==> src/rtl/dtfp_pkg.sv <==
// Types and constants shared by the decimal text to fixed-point converter.
package dtfp_pkg;

   localparam logic [7:0] CHAR_END    = 8'h00;
   localparam logic [7:0] CHAR_MINUS  = 8'h2D;
   localparam logic [7:0] CHAR_POINT  = 8'h2E;
   localparam logic [7:0] CHAR_ZERO   = 8'h30;
   localparam logic [7:0] CHAR_NINE   = 8'h39;
   localparam logic [7:0] CHAR_SUFFIX = 8'h66;

   localparam int VALUE_W = 48;
   localparam int MAG_W   = 47;
   localparam int FRAC_Q  = 32;

   localparam logic [MAG_W-1:0]   MAG_LIMIT = '1;
   localparam logic [VALUE_W-1:0] VALUE_MIN = {1'b1, {MAG_W{1'b0}}};

   // Fraction digit count saturates here; the weight is zero from this step on.
   localparam logic [3:0] WEIGHT_LAST = 4'd9;

   localparam int QUEUE_DEPTH = 4;
   localparam int QUEUE_PTR_W = 2;
   localparam int QUEUE_CNT_W = 3;

   typedef enum logic [2:0] {
      KIND_DIGIT,
      KIND_POINT,
      KIND_MINUS,
      KIND_SUFFIX,
      KIND_BAD,
      KIND_END
   } dtfp_kind_type;

   typedef struct packed {
      dtfp_kind_type kind;
      logic [3:0]    digit;
   } dtfp_op_type;

   typedef struct packed {
      logic        valid;
      dtfp_op_type op;
   } dtfp_head_type;

   // Q0.32 weight of the fraction digit that follows the given number of
   // fraction digits; each entry is the previous one divided by ten, rounded.
   function automatic logic [31:0] dtfp_weight(input logic [3:0] step);
      logic [31:0] weight;
      case (step)
         4'd0:    weight = 32'd429496730;
         4'd1:    weight = 32'd42949673;
         4'd2:    weight = 32'd4294967;
         4'd3:    weight = 32'd429497;
         4'd4:    weight = 32'd42950;
         4'd5:    weight = 32'd4295;
         4'd6:    weight = 32'd430;
         4'd7:    weight = 32'd43;
         4'd8:    weight = 32'd4;
         default: weight = 32'd0;
      endcase
      return weight;
   endfunction

endpackage

==> src/rtl/dtfp_front.sv <==
// Front end: sorts each incoming character into a parse operation.
module dtfp_front
   import dtfp_pkg::*;
(
   input  logic [7:0]  req_character,
   output dtfp_op_type op
);

   logic [3:0] digit_offset;

   assign digit_offset = 4'(req_character - CHAR_ZERO);

   always_comb begin
      op.digit = digit_offset;
      if (req_character == CHAR_END) begin
         op.kind = KIND_END;
      end else if (req_character == CHAR_SUFFIX) begin
         op.kind = KIND_SUFFIX;
      end else if (req_character == CHAR_MINUS) begin
         op.kind = KIND_MINUS;
      end else if (req_character == CHAR_POINT) begin
         op.kind = KIND_POINT;
      end else if (req_character >= CHAR_ZERO && req_character <= CHAR_NINE) begin
         op.kind = KIND_DIGIT;
      end else begin
         op.kind = KIND_BAD;
      end
   end

endmodule

==> src/rtl/dtfp_queue.sv <==
// Short queue of classified operations between the front and back ends.
module dtfp_queue
   import dtfp_pkg::*;
(
   input  logic          clock,
   input  logic          reset,
   input  logic          push,
   input  dtfp_op_type   push_op,
   output logic          full,
   input  logic          pop,
   output dtfp_head_type head
);

   dtfp_op_type            entries_ff [QUEUE_DEPTH];
   logic [QUEUE_PTR_W-1:0] wr_ptr_ff, wr_ptr_in;
   logic [QUEUE_PTR_W-1:0] rd_ptr_ff, rd_ptr_in;
   logic [QUEUE_CNT_W-1:0] count_ff, count_in;
   logic                   do_push;

   assign full       = (count_ff == QUEUE_CNT_W'(QUEUE_DEPTH));
   assign do_push    = push && !full;
   assign head.valid = (count_ff != '0);
   assign head.op    = entries_ff[rd_ptr_ff];

   always_comb begin
      wr_ptr_in = wr_ptr_ff;
      rd_ptr_in = rd_ptr_ff;
      count_in  = count_ff;
      if (do_push) begin
         wr_ptr_in = wr_ptr_ff + 1'b1;
      end
      if (pop) begin
         rd_ptr_in = rd_ptr_ff + 1'b1;
      end
      case ({do_push, pop})
         2'b10:   count_in = count_ff + 1'b1;
         2'b01:   count_in = count_ff - 1'b1;
         default: count_in = count_ff;
      endcase
   end

   always_ff @(posedge clock) begin
      if (reset) begin
         wr_ptr_ff <= '0;
         rd_ptr_ff <= '0;
         count_ff  <= '0;
      end else begin
         wr_ptr_ff <= wr_ptr_in;
         rd_ptr_ff <= rd_ptr_in;
         count_ff  <= count_in;
      end
   end

   always_ff @(posedge clock) begin
      if (do_push) begin
         entries_ff[wr_ptr_ff] <= push_op;
      end
   end

endmodule

==> src/rtl/dtfp_back.sv <==
// Back end: runs the parse state on each operation and registers the result.
module dtfp_back
   import dtfp_pkg::*;
#(
   parameter int INT_BITS  = 31,
   parameter int FRAC_BITS = 16
) (
   input  logic                      clock,
   input  logic                      reset,
   input  dtfp_head_type             head,
   output logic                      pop,
   output logic                      rsp_valid,
   input  logic                      rsp_stall,
   output logic signed [VALUE_W-1:0] rsp_value,
   output logic                      rsp_ok
);

   localparam int INT_W4 = INT_BITS + 4;
   localparam int SUM_W  = (INT_BITS + FRAC_BITS + 1 > VALUE_W) ?
                           INT_BITS + FRAC_BITS + 1 : VALUE_W;

   logic                first_ff, first_in;
   logic                negative_ff, negative_in;
   logic                point_ff, point_in;
   logic                suffix_ff, suffix_in;
   logic                malformed_ff, malformed_in;
   logic [INT_BITS-1:0] int_ff, int_in;
   logic [31:0]         frac_ff, frac_in;
   logic [3:0]          wcount_ff, wcount_in;

   logic                out_valid_ff, out_valid_in;
   logic [MAG_W-1:0]    out_mag_ff;
   logic                out_neg_ff;
   logic                out_ok_ff;

   logic                slot_free;
   logic                end_pop;
   logic [INT_W4-1:0]   int_wide;
   logic [INT_BITS-1:0] int_next;
   logic [35:0]         frac_prod;
   logic [35:0]         frac_wide;
   logic [31:0]         frac_next;
   logic [FRAC_BITS:0]  frac_round;
   logic [SUM_W-1:0]    mag_sum;
   logic [MAG_W-1:0]    mag;

   assign slot_free = !out_valid_ff || !rsp_stall;
   assign pop       = head.valid && (head.op.kind != KIND_END || slot_free);
   assign end_pop   = pop && head.op.kind == KIND_END;

   // Horner step: times ten as shift-and-add, then saturate.
   assign int_wide = INT_W4'({int_ff, 3'b000}) + INT_W4'({int_ff, 1'b0})
                   + INT_W4'(head.op.digit);
   assign int_next = (int_wide[INT_W4-1:INT_BITS] != '0) ? '1 : int_wide[INT_BITS-1:0];

   assign frac_prod = 36'(head.op.digit) * 36'(dtfp_weight(wcount_ff));
   assign frac_wide = 36'(frac_ff) + frac_prod;
   assign frac_next = (frac_wide[35:32] != '0) ? '1 : frac_wide[31:0];

   // Round the Q0.32 fraction to nearest, half up; a carry lands in the top bit.
   if (FRAC_BITS < FRAC_Q) begin : g_round
      logic [FRAC_Q:0] frac_half_sum;
      assign frac_half_sum = (FRAC_Q + 1)'(frac_ff) + ((FRAC_Q + 1)'(1) << (31 - FRAC_BITS));
      assign frac_round    = frac_half_sum[FRAC_Q:FRAC_Q-FRAC_BITS];
   end else begin : g_exact
      assign frac_round = (FRAC_BITS + 1)'(frac_ff);
   end

   assign mag_sum = (SUM_W'(int_ff) << FRAC_BITS) + SUM_W'(frac_round);
   assign mag     = (mag_sum > SUM_W'(MAG_LIMIT)) ? MAG_LIMIT : mag_sum[MAG_W-1:0];

   always_comb begin
      first_in     = first_ff;
      negative_in  = negative_ff;
      point_in     = point_ff;
      suffix_in    = suffix_ff;
      malformed_in = malformed_ff;
      int_in       = int_ff;
      frac_in      = frac_ff;
      wcount_in    = wcount_ff;
      if (end_pop) begin
         first_in     = 1'b1;
         negative_in  = 1'b0;
         point_in     = 1'b0;
         suffix_in    = 1'b0;
         malformed_in = 1'b0;
         int_in       = '0;
         frac_in      = '0;
         wcount_in    = '0;
      end else if (pop) begin
         first_in = 1'b0;
         // Drop everything once malformed or past the suffix.
         if (!malformed_ff && !suffix_ff) begin
            case (head.op.kind)
               KIND_SUFFIX: suffix_in = 1'b1;
               KIND_MINUS: begin
                  if (first_ff) begin
                     negative_in = 1'b1;
                  end else begin
                     malformed_in = 1'b1;
                  end
               end
               KIND_POINT: begin
                  if (point_ff) begin
                     malformed_in = 1'b1;
                  end else begin
                     point_in = 1'b1;
                  end
               end
               KIND_DIGIT: begin
                  if (!point_ff) begin
                     int_in = int_next;
                  end else begin
                     frac_in = frac_next;
                     if (wcount_ff != WEIGHT_LAST) begin
                        wcount_in = wcount_ff + 1'b1;
                     end
                  end
               end
               KIND_BAD: malformed_in = 1'b1;
               default: ;
            endcase
         end
      end
   end

   always_comb begin
      out_valid_in = out_valid_ff;
      if (end_pop) begin
         out_valid_in = 1'b1;
      end else if (!rsp_stall) begin
         out_valid_in = 1'b0;
      end
   end

   always_ff @(posedge clock) begin
      if (reset) begin
         first_ff     <= 1'b1;
         negative_ff  <= 1'b0;
         point_ff     <= 1'b0;
         suffix_ff    <= 1'b0;
         malformed_ff <= 1'b0;
         int_ff       <= '0;
         frac_ff      <= '0;
         wcount_ff    <= '0;
         out_valid_ff <= 1'b0;
      end else begin
         first_ff     <= first_in;
         negative_ff  <= negative_in;
         point_ff     <= point_in;
         suffix_ff    <= suffix_in;
         malformed_ff <= malformed_in;
         int_ff       <= int_in;
         frac_ff      <= frac_in;
         wcount_ff    <= wcount_in;
         out_valid_ff <= out_valid_in;
      end
   end

   always_ff @(posedge clock) begin
      if (end_pop) begin
         out_mag_ff <= malformed_ff ? '0 : mag;
         out_neg_ff <= negative_ff && !malformed_ff;
         out_ok_ff  <= !malformed_ff;
      end
   end

   // Apply the sign last so rounding stays symmetric about zero.
   assign rsp_valid = out_valid_ff;
   assign rsp_ok    = out_ok_ff;
   assign rsp_value = out_neg_ff ? VALUE_W'(0) - VALUE_W'(out_mag_ff) : VALUE_W'(out_mag_ff);

endmodule

==> src/rtl/decimal_text_to_fixed_point.sv <==
// A terminator is written into the queue, popped by the back end once its result
// register is free, and registered there; rsp_valid then rises with the result.
// The converter takes one character per cycle while req_stall is low; a
// four-entry queue absorbs stalls on the result side.
// Reset (synchronous): empties the queue, clears the parse state and drops rsp_valid.
module decimal_text_to_fixed_point
   import dtfp_pkg::*;
#(
   parameter int INT_BITS  = 31,
   parameter int FRAC_BITS = 16
) (
   input  logic                      clock,
   input  logic                      reset,
   input  logic                      req_valid,
   output logic                      req_stall,
   input  logic [7:0]                req_character,
   output logic                      rsp_valid,
   input  logic                      rsp_stall,
   output logic signed [VALUE_W-1:0] rsp_value,
   output logic                      rsp_ok
);

   dtfp_op_type   front_op;
   dtfp_head_type queue_head;
   logic          queue_full;
   logic          queue_pop;

   assign req_stall = queue_full;

   dtfp_front u_front (
      .req_character (req_character),
      .op            (front_op)
   );

   dtfp_queue u_queue (
      .clock   (clock),
      .reset   (reset),
      .push    (req_valid),
      .push_op (front_op),
      .full    (queue_full),
      .pop     (queue_pop),
      .head    (queue_head)
   );

   dtfp_back #(
      .INT_BITS  (INT_BITS),
      .FRAC_BITS (FRAC_BITS)
   ) u_back (
      .clock     (clock),
      .reset     (reset),
      .head      (queue_head),
      .pop       (queue_pop),
      .rsp_valid (rsp_valid),
      .rsp_stall (rsp_stall),
      .rsp_value (rsp_value),
      .rsp_ok    (rsp_ok)
   );

endmodule

==> config.mk <==
export PLATFORM = sky130hd
export DESIGN_NAME = decimal_text_to_fixed_point
export DESIGN_NICKNAME = d
export VERILOG_FILES = /design/src/rtl/dtfp_pkg.sv /design/src/rtl/dtfp_front.sv /design/src/rtl/dtfp_queue.sv /design/src/rtl/dtfp_back.sv /design/src/rtl/decimal_text_to_fixed_point.sv
export SDC_FILE = /design/constraint.sdc
export NUM_CORES = 1
export LEC_CHECK = 0
export ABC_AREA = 1
export BUFFER_PORTS_ARGS = -buffer_cell sky130_fd_sc_hd__buf_2
export CORE_UTILIZATION = 39
export CTS_CLUSTER_DIAMETER = 40
export CTS_CLUSTER_SIZE = 24
export DETAILED_ROUTE_END_ITERATION = 7
export HOLD_SLACK_MARGIN = 0.02
export SYNTH_ARGS = -nofsm -noshare
export SYNTH_HDL_FRONTEND = slang
export SYNTH_SLANG_ARGS = --single-unit
==> constraint.sdc <==
create_clock -name clock -period 8.9 [get_ports clock]
set_input_delay 0.445 -clock clock [delete_from_list [all_inputs] [get_ports clock]]
set_output_delay 0.445 -clock clock [all_outputs]
set_load 0.02 [all_outputs]
==> metrics.yaml <==
synth-seq-cells: 179
antenna_found_initial: 0
syn_to_final_growth_pct: 8.19
cts_resized: 0
cts_tree: "built"
grt_overflow: 0
synthCells: 2448
hpwl_mm: 37.3
syn_area_sq_um: 17000
chipWidth_um: 211
whs_ns: 0.156
crit_required_ns: 9.25
cp_data_arrival_time_ns: 6.35
rows: 76
finalMaxSlewViolations: 0
final_util_pct: 42.7
grt_pass1_vias: 14900
yosys_warnings: 0
clk_path_buf_depth: 2
nets: 2704
finalPower_mw: 6.63
layout-drive-gt1-share_pct: 5.96
cts_sinks: 179
worst_setup_path_end_kind: "flop"
status: "finished clean"
layout.cells.most_common: "nand2_1"
hp-class: "in2reg"
synth_area_leaders: "edfxtp_1, dfxtp_1, nand2_1, inv_1, ha_1"
synth_top_area_share_pct: 13.6
path_max_fanout: 25
finalHoldViolations: 0
root_buffer: "clkbuf_16"
power_leakage_nw: 9.10
pin_count: 63
design.die.area_sq_um: 44300
grt_max_degree: 59
route.detailed.drc: 0
maxSlewHeadroom_pct: 27.7
cts_setup_buffers: 0
start_util_pct: 39.5
powerDensity_nw_per_um2: 361
ant_nets: 0
setup_slack_ns: 2.89
finalCritPeriodShare_pct: 67.5
gp_congestion: 0.965
synth_flop_cell: "dfxtp_1"
dr.first_iter.drc_count: 1156
core_sq_um: 43000
synth_nets: 2667
r2r_cells: 23
cts_hold_buf: 0
tns_ns: 0
worstSetupPathType: "reg2reg"
clock_latency_ns: 0.46
yosysSeqAreaShare_pct: 25.7
drtPass1Iterations: 5
grt_pass1_wl_mm: 75.7
viasPerCell: 4.94
vdd_drop_max_v: 0.000223
pre_cts_ws_ns: 2.96
yosys.area.top_type: "edfxtp_1"
dieHeight_um: 211
rsz0062_at_grt: "false"
synth-async-reset-ratio_pct: 0
yosysUniqueCellTypes: 49
clock-skew-final_ns: 0.0148
start_kind: "flop"
grt_util_all_layers_pct: 21.3
worst_slew_pin_slew_ns: 1.08
wl_per_cell_um: 14.8
synth_edf_count: 77
cap_violations: 0
antenna_cells: 0
numCtsBuffers: 17
fmax_mhz: 166
clk_pin_slew_worst_paths_ns: 0.07
setup_viol: 0
hold_depth: 2
wl_mm: 45.5
finalCriticalPeriod_ns: 6.01
syn_area_per_cell_sq_um: 6.93
mostFrequentLayoutCells: "nand2_1, inv_1, nor2_1"
htree_num_levels: 4
numPortBuffers: 62
dr_total_vias: 15200
## report_power, final
part           internal, mW  switching [mW]  total, mW
clock                 0.371           0.374      0.745
combinational          1.59            3.16       4.75
sequential             1.00           0.132       1.14
## through the flow
step,std cells,cell area [sq um]
2_1_floorplan,2448,17000
3_3_place_gp,3051,17800
3_5_place_dp,3051,17800
4_1_cts,3083,18400
5_1_grt,3083,18400
6_report,3083,18400
## final timing paths
kind / slack (ns) / startpoint / endpoint
max: 2.89 / flop / u_back.frac_ff[14]$_SDFFE_PP0P_
min: 0.16 / reset / u_queue.count_ff[1]$_SDFFE_PP0P_
max reg2reg: 2.89 / flop / u_back.frac_ff[14]$_SDFFE_PP0P_
min reg2reg: 0.47 / u_back.negative_ff$_SDFFE_PP0P_ / u_back.negative_ff$_SDFFE_PP0P_
## per-layer routing
metal	part of all wire, %	GRT usage, %	routed length [um]
met5	0	0	0
met4	1.2	4.90	553
met3	5.0	3.34	2280
met2	45	35.0	20600
met1	48	29.3	22100
## worst max-delay path, cell delays in order (launching register included)
cell,delay (ns)
dfxtp_1,0.45
inv_2,0.25
nand2_1,0.08
nand3_1,0.08
nand2_1,0.43
nor2_1,0.43
inv_1,0.11
fa_1,0.54
inv_1,0.05
fa_1,0.54
inv_1,0.06
fa_1,0.50
inv_1,0.05
ha_1,0.34
a21oi_1,0.19
o21ai_0,0.18
a21oi_1,0.19
nand2_1,0.16
nand2_1,0.13
nand2_1,0.07
nand2_1,0.08
nand3_2,0.49
o21ai_0,0.41
inv_1,0.06
## final cells by class
| class | instances | area [sq um] |
|---|---|---|
| Timing Repair Buffer | 65 | 333 |
| Inverter | 478 | 1800 |
| Multi-Input combinational cell | 1744 | 10600 |
| Fill cell | 4563 | 24600 |
| Clock inverter | 15 | 141 |
| Clock buffer | 17 | 425 |
| Tap cell | 585 | 732 |
| Sequential cell | 179 | 4350 |
## synth_stat cells, drive strengths merged (39+ instances only)
library cell	instances
nand2	547
inv	477
nor2	344
a21oi	160
nand3	139
ha	128
dfxtp	102
o21ai	95
fa	79
edfxtp	77
xor2	74
xnor2	46
nor3	39
## cell families (layout without fill, tap and decap cells)
logic type | Yosys count | after routing | synth area share [%]
compound gates | 278 | 278 | 8.63
xor+xnor | 120 | 120 | 6.20
buf+inv | 525 | 575 | 12.0
flops | 179 | 179 | 25.7
simple gates | 1139 | 1139 | 28.7
fa+ha+maj | 207 | 207 | 18.8
Note: power is estimated with default switching activity, not from simulation.
